## config.mk

```make
export PLATFORM = sky130hd
export DESIGN_NAME = nmea_sentence_checksum_framer_core
export DESIGN_NICKNAME = d
export VERILOG_FILES = /design/src/rtl/nsc_pkg.sv /design/src/rtl/nsc_front.sv /design/src/rtl/nsc_queue.sv /design/src/rtl/nsc_back.sv /design/src/rtl/nmea_sentence_checksum_framer_core.sv
export SDC_FILE = /design/constraint.sdc
export NUM_CORES = 1
export LEC_CHECK = 0
export BUFFER_PORTS_ARGS = -buffer_cell sky130_fd_sc_hd__buf_4
export CORE_ASPECT_RATIO = 1.4
export CORE_MARGIN = 4
export CORE_UTILIZATION = 35
export CTS_CLUSTER_DIAMETER = 40
export DETAILED_ROUTE_END_ITERATION = 12
export GPL_ROUTABILITY_DRIVEN = 0
export MAX_ROUTING_LAYER = met4
export PLACE_DENSITY = 0.48
export SYNTH_ARGS = -nofsm -noshare
export SYNTH_HDL_FRONTEND = slang
export SYNTH_HIERARCHICAL = 1
export SYNTH_SLANG_ARGS = --single-unit
```

## constraint.sdc

```tcl
create_clock -name clk -period 8.6 [get_ports clk]
set_input_delay 0.43 -clock clk [delete_from_list [all_inputs] [get_ports clk]]
set_output_delay 0.43 -clock clk [all_outputs]
set_load 0.01 [all_outputs]
```

## src/rtl/nsc_pkg.sv

```systemverilog
`timescale 1ns / 1ps
package nsc_pkg;

	// sentence length limit, in characters counted from the dollar sign
	localparam int unsigned MAX_SENTENCE = 128;

	localparam logic [7:0] CHAR_DOLLAR  = 8'h24;
	localparam logic [7:0] CHAR_STAR    = 8'h2A;
	localparam logic [7:0] CHAR_NEWLINE = 8'h0A;
	localparam logic [7:0] CHAR_0       = 8'h30;
	localparam logic [7:0] CHAR_9       = 8'h39;
	localparam logic [7:0] CHAR_UA      = 8'h41;
	localparam logic [7:0] CHAR_UF      = 8'h46;
	localparam logic [7:0] CHAR_LA      = 8'h61;
	localparam logic [7:0] CHAR_LF      = 8'h66;

	// first character after the dollar sign that is payload
	localparam logic [7:0] PAYLOAD_START = 8'd3;

	// configuration register indexes
	localparam logic CFG_PAUSED = 1'b0;
	localparam logic CFG_TALKER = 1'b1;

	localparam logic [15:0] TALKER_RESET = 16'h4750;

	// queue between classifier and sentence engine
	localparam int unsigned QUEUE_DEPTH = 4;
	localparam int unsigned QUEUE_AW    = $clog2(QUEUE_DEPTH);

	// one classified character
	typedef struct packed {
		logic [7:0] ch;
		logic       paused;
		logic       is_dollar;
		logic       is_newline;
		logic       is_star;
		logic       is_hex;
		logic [3:0] hex_val;
	} item_t;

endpackage

```

## src/rtl/nsc_front.sv

```systemverilog
`timescale 1ns / 1ps
module nsc_front (
	input  logic           rx_valid,
	output logic           rx_stall,
	input  logic [7:0]     rx_byte,
	input  logic           paused,
	input  logic           queue_full,
	output logic           push,
	output nsc_pkg::item_t push_item
);
	import nsc_pkg::*;

	logic is_dec;
	logic is_upper;
	logic is_lower;

	assign rx_stall = queue_full;
	assign push     = rx_valid && !queue_full;

	assign is_dec   = (rx_byte >= CHAR_0)  && (rx_byte <= CHAR_9);
	assign is_upper = (rx_byte >= CHAR_UA) && (rx_byte <= CHAR_UF);
	assign is_lower = (rx_byte >= CHAR_LA) && (rx_byte <= CHAR_LF);

	always_comb begin
		push_item.ch         = rx_byte;
		push_item.paused     = paused;
		push_item.is_dollar  = (rx_byte == CHAR_DOLLAR);
		push_item.is_newline = (rx_byte == CHAR_NEWLINE);
		push_item.is_star    = (rx_byte == CHAR_STAR);
		push_item.is_hex     = is_dec || is_upper || is_lower;
		// letters: low nibble plus nine gives 10..15
		if (is_dec) begin
			push_item.hex_val = rx_byte[3:0];
		end else begin
			push_item.hex_val = rx_byte[3:0] + 4'd9;
		end
	end

endmodule

```

## src/rtl/nsc_queue.sv

```systemverilog
`timescale 1ns / 1ps
module nsc_queue (
	input  logic           clk,
	input  logic           arst_n,
	input  logic           push,
	input  nsc_pkg::item_t push_item,
	output logic           full,
	input  logic           pop,
	output logic           empty,
	output nsc_pkg::item_t head
);
	import nsc_pkg::*;

	item_t               mem_q [QUEUE_DEPTH];
	logic [QUEUE_AW-1:0] wr_ptr_q;
	logic [QUEUE_AW-1:0] rd_ptr_q;
	logic [QUEUE_AW:0]   count_q;

	assign full  = (count_q == (QUEUE_AW+1)'(QUEUE_DEPTH));
	assign empty = (count_q == '0);
	assign head  = mem_q[rd_ptr_q];

	always_ff @(posedge clk) begin
		if (push) begin
			mem_q[wr_ptr_q] <= push_item;
		end
	end

	always_ff @(posedge clk or negedge arst_n) begin
		if (!arst_n) begin
			wr_ptr_q <= '0;
			rd_ptr_q <= '0;
			count_q  <= '0;
		end else begin
			if (push) begin
				wr_ptr_q <= wr_ptr_q + 1'b1;
			end
			if (pop) begin
				rd_ptr_q <= rd_ptr_q + 1'b1;
			end
			case ({push, pop})
				2'b10:   count_q <= count_q + 1'b1;
				2'b01:   count_q <= count_q - 1'b1;
				default: count_q <= count_q;
			endcase
		end
	end

endmodule

```

## src/rtl/nsc_back.sv

```systemverilog
`timescale 1ns / 1ps
module nsc_back (
	input  logic           clk,
	input  logic           arst_n,
	input  logic [15:0]    talker_prefix,
	input  logic           queue_empty,
	input  nsc_pkg::item_t head,
	output logic           pop,
	output logic           out_valid,
	input  logic           out_stall,
	output logic [7:0]     out_byte,
	output logic           is_payload,
	output logic           sentence_done,
	output logic           checksum_ok,
	output logic [7:0]     payload_length,
	output logic           overflow
);
	import nsc_pkg::*;

	// sentence state
	logic [7:0]  char_index_q;
	logic [7:0]  xor_sum_q;
	logic        star_seen_q;
	logic [15:0] hex_value_q;
	logic        hex_active_q;
	logic        prefix_match_q;
	logic        too_long_q;
	logic [7:0]  payload_count_q;

	logic [7:0]  char_index_d;
	logic [7:0]  xor_sum_d;
	logic        star_seen_d;
	logic [15:0] hex_value_d;
	logic        hex_active_d;
	logic        prefix_match_d;
	logic        too_long_d;
	logic [7:0]  payload_count_d;

	logic        payload_d;
	logic        done_d;
	logic        ok_d;
	logic [7:0]  len_d;
	logic        ovf_d;

	// output register
	logic        out_valid_q;
	logic [7:0]  out_byte_q;
	logic        is_payload_q;
	logic        done_q;
	logic        ok_q;
	logic [7:0]  len_q;
	logic        ovf_q;

	assign pop = !queue_empty && (!out_valid_q || !out_stall);

	always_comb begin
		char_index_d    = char_index_q;
		xor_sum_d       = xor_sum_q;
		star_seen_d     = star_seen_q;
		hex_value_d     = hex_value_q;
		hex_active_d    = hex_active_q;
		prefix_match_d  = prefix_match_q;
		too_long_d      = too_long_q;
		payload_count_d = payload_count_q;
		payload_d       = 1'b0;
		done_d          = 1'b0;
		ok_d            = 1'b0;
		len_d           = '0;
		ovf_d           = 1'b0;

		if (!head.paused) begin
			if (head.is_newline) begin
				if (char_index_q != '0) begin
					done_d = 1'b1;
					ok_d   = prefix_match_q && star_seen_q && !too_long_q &&
					         (hex_value_q == {8'h00, xor_sum_q});
					len_d  = payload_count_q;
					ovf_d  = too_long_q;
					char_index_d    = '0;
					xor_sum_d       = '0;
					star_seen_d     = 1'b0;
					hex_value_d     = '0;
					hex_active_d    = 1'b0;
					prefix_match_d  = 1'b0;
					too_long_d      = 1'b0;
					payload_count_d = '0;
				end
			end else if (head.is_dollar) begin
				char_index_d    = 8'd1;
				xor_sum_d       = '0;
				star_seen_d     = 1'b0;
				hex_value_d     = '0;
				hex_active_d    = 1'b0;
				prefix_match_d  = 1'b0;
				too_long_d      = 1'b0;
				payload_count_d = '0;
			end else if (char_index_q != '0) begin
				if (char_index_q >= 8'(MAX_SENTENCE)) begin
					too_long_d = 1'b1;
				end else begin
					if (char_index_q == 8'd1) begin
						prefix_match_d = (head.ch == talker_prefix[15:8]);
					end else if (char_index_q == 8'd2) begin
						prefix_match_d = prefix_match_q && (head.ch == talker_prefix[7:0]);
					end
					if (head.is_star) begin
						star_seen_d  = 1'b1;
						hex_active_d = 1'b1;
						hex_value_d  = '0;
					end else if (star_seen_q) begin
						if (hex_active_q && head.is_hex) begin
							hex_value_d = {hex_value_q[11:0], head.hex_val};
						end else begin
							hex_active_d = 1'b0;
						end
					end else begin
						xor_sum_d = xor_sum_q ^ head.ch;
						if (char_index_q >= PAYLOAD_START) begin
							payload_d       = 1'b1;
							payload_count_d = payload_count_q + 1'b1;
						end
					end
					char_index_d = char_index_q + 1'b1;
				end
			end
		end
	end

	always_ff @(posedge clk or negedge arst_n) begin
		if (!arst_n) begin
			char_index_q    <= '0;
			xor_sum_q       <= '0;
			star_seen_q     <= 1'b0;
			hex_value_q     <= '0;
			hex_active_q    <= 1'b0;
			prefix_match_q  <= 1'b0;
			too_long_q      <= 1'b0;
			payload_count_q <= '0;
			out_valid_q     <= 1'b0;
		end else begin
			if (pop) begin
				char_index_q    <= char_index_d;
				xor_sum_q       <= xor_sum_d;
				star_seen_q     <= star_seen_d;
				hex_value_q     <= hex_value_d;
				hex_active_q    <= hex_active_d;
				prefix_match_q  <= prefix_match_d;
				too_long_q      <= too_long_d;
				payload_count_q <= payload_count_d;
				out_valid_q     <= 1'b1;
			end else if (!out_stall) begin
				out_valid_q <= 1'b0;
			end
		end
	end

	always_ff @(posedge clk) begin
		if (pop) begin
			out_byte_q   <= head.ch;
			is_payload_q <= payload_d;
			done_q       <= done_d;
			ok_q         <= ok_d;
			len_q        <= len_d;
			ovf_q        <= ovf_d;
		end
	end

	assign out_valid      = out_valid_q;
	assign out_byte       = out_byte_q;
	assign is_payload     = is_payload_q;
	assign sentence_done  = done_q;
	assign checksum_ok    = ok_q;
	assign payload_length = len_q;
	assign overflow       = ovf_q;

endmodule

```

## src/rtl/nmea_sentence_checksum_framer_core.sv

```systemverilog
`timescale 1ns / 1ps
// path: an accepted character is written into the queue at acceptance, then the sentence engine
// moves it into the output register; a stalled output can hold it in the queue in between
// throughput: one character per cycle while neither out_stall nor a full queue holds the flow
// reset: arst_n clears the queue, the sentence state and the output valid;
// talker prefix returns to "GP" and pause is off
module nmea_sentence_checksum_framer_core (
	input  logic        clk,
	input  logic        arst_n,
	// receive character channel
	input  logic        rx_valid,
	output logic        rx_stall,
	input  logic [7:0]  rx_byte,
	// result channel
	output logic        out_valid,
	input  logic        out_stall,
	output logic [7:0]  out_byte,
	output logic        is_payload,
	output logic        sentence_done,
	output logic        checksum_ok,
	output logic [7:0]  payload_length,
	output logic        overflow,
	// configuration write channel
	input  logic        cfg_valid,
	output logic        cfg_ready,
	input  logic        cfg_index,
	input  logic [15:0] cfg_data
);
	import nsc_pkg::*;

	// configuration registers
	logic        paused_q;
	logic [15:0] talker_prefix_q;

	// front to queue
	logic  push;
	item_t push_item;
	logic  queue_full;

	// queue to back
	logic  pop;
	logic  queue_empty;
	item_t head;

	// config writes are always accepted; cfg_ready is tied high
	assign cfg_ready = 1'b1;

	always_ff @(posedge clk or negedge arst_n) begin
		if (!arst_n) begin
			paused_q        <= 1'b0;
			talker_prefix_q <= TALKER_RESET;
		end else if (cfg_valid && cfg_ready) begin
			unique case (cfg_index)
				CFG_PAUSED: paused_q        <= cfg_data[0];
				CFG_TALKER: talker_prefix_q <= cfg_data;
				default:    paused_q        <= paused_q;
			endcase
		end
	end

	// front: takes the character transfer and tags it with its class
	nsc_front u_front (
		.rx_valid   (rx_valid),
		.rx_stall   (rx_stall),
		.rx_byte    (rx_byte),
		.paused     (paused_q),
		.queue_full (queue_full),
		.push       (push),
		.push_item  (push_item)
	);

	// short queue so that the two sides stall independently
	nsc_queue u_queue (
		.clk       (clk),
		.arst_n    (arst_n),
		.push      (push),
		.push_item (push_item),
		.full      (queue_full),
		.pop       (pop),
		.empty     (queue_empty),
		.head      (head)
	);

	// back: sentence state, checksum verdict and result register
	nsc_back u_back (
		.clk            (clk),
		.arst_n         (arst_n),
		.talker_prefix  (talker_prefix_q),
		.queue_empty    (queue_empty),
		.head           (head),
		.pop            (pop),
		.out_valid      (out_valid),
		.out_stall      (out_stall),
		.out_byte       (out_byte),
		.is_payload     (is_payload),
		.sentence_done  (sentence_done),
		.checksum_ok    (checksum_ok),
		.payload_length (payload_length),
		.overflow       (overflow)
	);

endmodule
```

==> impl_metrics.ini <==
[synthesis]
synthesis.nets = 564
synth_async_sr_flop_share_pct = 43.95
synthCells = 518
ys_warn_count = 6
synthFlopType = edfxtp_1
synth_area_um2 = 7211
synthDistinctLibCells = 66
syn_area_per_cell_um2 = 13.92
synth-edff-count = 88
ys_ff_latch = 157
synthTopCellsByArea = edfxtp_1 (37%), dfrtp_1 (22%), mux4_1 (3.3%), xnor2_1 (2.8%), xor2_1 (2.7%)
seq_area_frac_synth_pct = 60.70
synth_top_area_cell = edfxtp_1
synth_top_area_share_pct = 36.65

[placement]
postPlaceCellArea_um2 = 7715
port_buffers = 51
dp_hpwl_um = 10450

[cts]
ctsHoldBuffers = 0
cts.clk_slew.worst_paths_ns = 0.07
clockRootBuffer = clkbuf_16
htreeDepth = 4
cts_buffers = 17
clk_latency_ns = 0.43
post-cts-setup-buffers = 0
cts_num_sinks = 157
clock_tree.buffer_depth = 2
cts_resized = 0
cts_tree = done

[finish]
final_common_cell = edfxtp_1
syn_to_final_growth_pct = 15.03
multi_input_area_um2 = 2565
nNetsFinal = 611
final_layout_size_suffix_gt1_share_pct = 24.39
final_area_um2 = 8294
diodes = 0
seqCellArea_um2 = 4377
fill_cells = 1874
layout_common_cells = edfxtp_1 (88), dfrtp_1 (63), buf_4 (55)

[floorplanning]
row_count = 61
core_um2 = 20070
start_util_pct = 35.92
die_area_um2 = 23000
ioPinCount = 53
die_x_um = 129.3
die_h_um = 177.8

[global_routing]
grt_pass1_vias = 4359
grt.overflow.total = 0
grtUsageTotal_pct = 14.21
grt_pass1_wl_um = 23850
antenna_found_initial = 0
grt_max_degree = 70

[route]
post_drt_wl_per_cell_um = 18.03
drt-pass1-iter-count = 4
viasPerCell = 4.951
ant_nets = 0
drc = 0
drt-initial-drc-count = 211
wl_um = 14960
num_vias = 4109

[sta]
relSlewSlack_pct = 35.05
setup_tns_ns = 0
fin_crit_sh_pct = 35.07
max_slew.worst_pin.slew_ns = 0.9742
final-setup-viol-count = 0
hold_violations = 0
max_freq_mhz = 331.6
drv_slew = 0
worst_clock_skew_ns = 0.01130
rsz0062_at_grt = no
fin_crit_ns = 3.016

[power]
power.density_nw_per_um2 = 330.3
vdd_drop_max_mv = 0.1554
leakagePower_nw = 3.276

[critical_path]
critPathMaxStageDelay_ns = 0.71
critPathMaxFanout = 19
cp.arrival_ns = 3.36
path_cells = buf_4 -> mux4_1 -> or2_1 -> a211oi_4 -> nand2_4 -> or3_1 -> a21oi_1
slowest_stage = mux4_1
r2r_start = u_queue/rd_ptr_q[0]$_DFFE_PN0P_
worstSetupStartpointType = flip-flop
worst-path-buf-inv = 1
setup.worst_path.start = u_queue/rd_ptr_q[0]$_DFFE_PN0P_
worstPathRequired_ns = 8.94
critical_path_class = reg2reg
crit_family = simple AND/OR/NAND/NOR gates
endpoint_kind = flip-flop

[status]
status = complete, no violations

[flow_run]
cap_violations = 0

[worst_hold_path]
hp-class = in2async
[layout make-up]
| class | count | share of cell area (%) |
|---|---|---|
| Clock buffer | 18 | 5.174 |
| Clock inverter | 14 | 1.810 |
| Inverter | 12 | 0.5431 |
| Multi-Input combinational cell | 322 | 30.92 |
| Sequential cell | 157 | 52.77 |
| Tap cell | 252 | 3.801 |
| Timing Repair Buffer | 55 | 4.978 |
[where the power goes]
group,leakage (nW),total [mW],switching [mW],internal [mW]
clock,0.283,0.734,0.323,0.411
sequential,1.72,1.14,0.121,1.02
combinational,1.28,0.868,0.509,0.359
[state kept, by name, summed over array words and instances, names as in the netlist, 2 cells and up]
| name | cells |
|---|---|
| u_back/hex_value_q | 16 |
| u_queue/count_q | 3 |
| u_back/char_index_q | 8 |
| u_queue/mem_q | 68 |
| u_back/out_byte | 8 |
| u_back/payload_count_q | 8 |
| u_back/xor_sum_q | 8 |
| u_queue/rd_ptr_q | 2 |
| talker_prefix_q | 16 |
| u_queue/wr_ptr_q | 2 |
| u_back/payload_length | 8 |
[kinds of logic (layout without fill, tap and decap cells)]
| kind of cell | Yosys count | after routing | synth area share (%) |
|---|---|---|---|
| and+or+nand+nor | 166 | 166 | 12.46 |
| DFF | 157 | 157 | 60.70 |
| AOI/OAI and AO/OA | 58 | 58 | 5.362 |
| xor gates and xnor gates | 45 | 45 | 5.466 |
| buffers and inverters | 39 | 99 | 3.783 |
| muxes | 36 | 36 | 9.301 |
| adders and majority gates | 16 | 16 | 2.880 |
| other | 1 | 1 | 0.05201 |
[synth_stat cells, types with 4 or more instances]
master / n
edfxtp_1: 88
buf_4: 12
mux4_1: 9
o21ai_0: 28
dfrtp_1: 63
mux2_4: 11
inv_1: 12
nor2_2: 10
ha_1: 15
nand2_1: 49
and3_1: 5
xor2_1: 22
buf_2: 7
mux2_2: 7
dfstp_2: 6
nand2b_1: 4
nand3_1: 20
nor3_1: 6
a21oi_1: 9
xnor2_1: 23
nor2_1: 22
and2_1: 16
mux4_2: 8
nand4_1: 11
[final timing paths]
path | to | slack (ns) | depth (start not counted)
worst max-delay path | u_back/payload_count_q[7]$_DFFE_PN0P_ | 5.58 | 7
worst min-delay path | u_back/hex_value_q[9]$_DFFE_PN0P_ | 0.13 | 1
worst max register to register | u_back/payload_count_q[7]$_DFFE_PN0P_ | 5.58 | 7
worst min register to register | u_back/hex_value_q[14]$_DFFE_PN0P_ | 0.49 | 2
max in group asynchronous | talker_prefix_q[1]$_DFFE_PN0P_ | 7.87 | 1
min in group clk | talker_prefix_q[8]$_DFFE_PN1P_ | 0.23 | 2
[stage by stage]
| stage | utilization (%) | total power [mW] | instances | setup slack [ns] | hold WS [ns] |
|---|---|---|---|---|---|
| floorplan | - | 1.775 | 518 | 5.723 | 0.1344 |
| global placement | 38.43 | 2.027 | 798 | 5.581 | 0.4670 |
| detailed placement | 38.43 | 2.044 | 798 | 5.575 | 0.4774 |
| CTS | 41.32 | 2.786 | 830 | 5.555 | 0.1701 |
| global route | 41.32 | 2.924 | 830 | 5.402 | 0.1947 |
| finish | 41.32 | 2.740 | 830 | 5.584 | 0.1285 |
[metal layers]
metal  vias to the layer above  wire [um]  GRT usage (%)
li1                       1972          -              -
met1                      2032       5906          16.09
met2                        82       8229          24.63
met3                        23        512          2.861
met4                         0        313          5.385
met5                         -          0              -
Note: power is estimated with default switching activity, not from simulation.
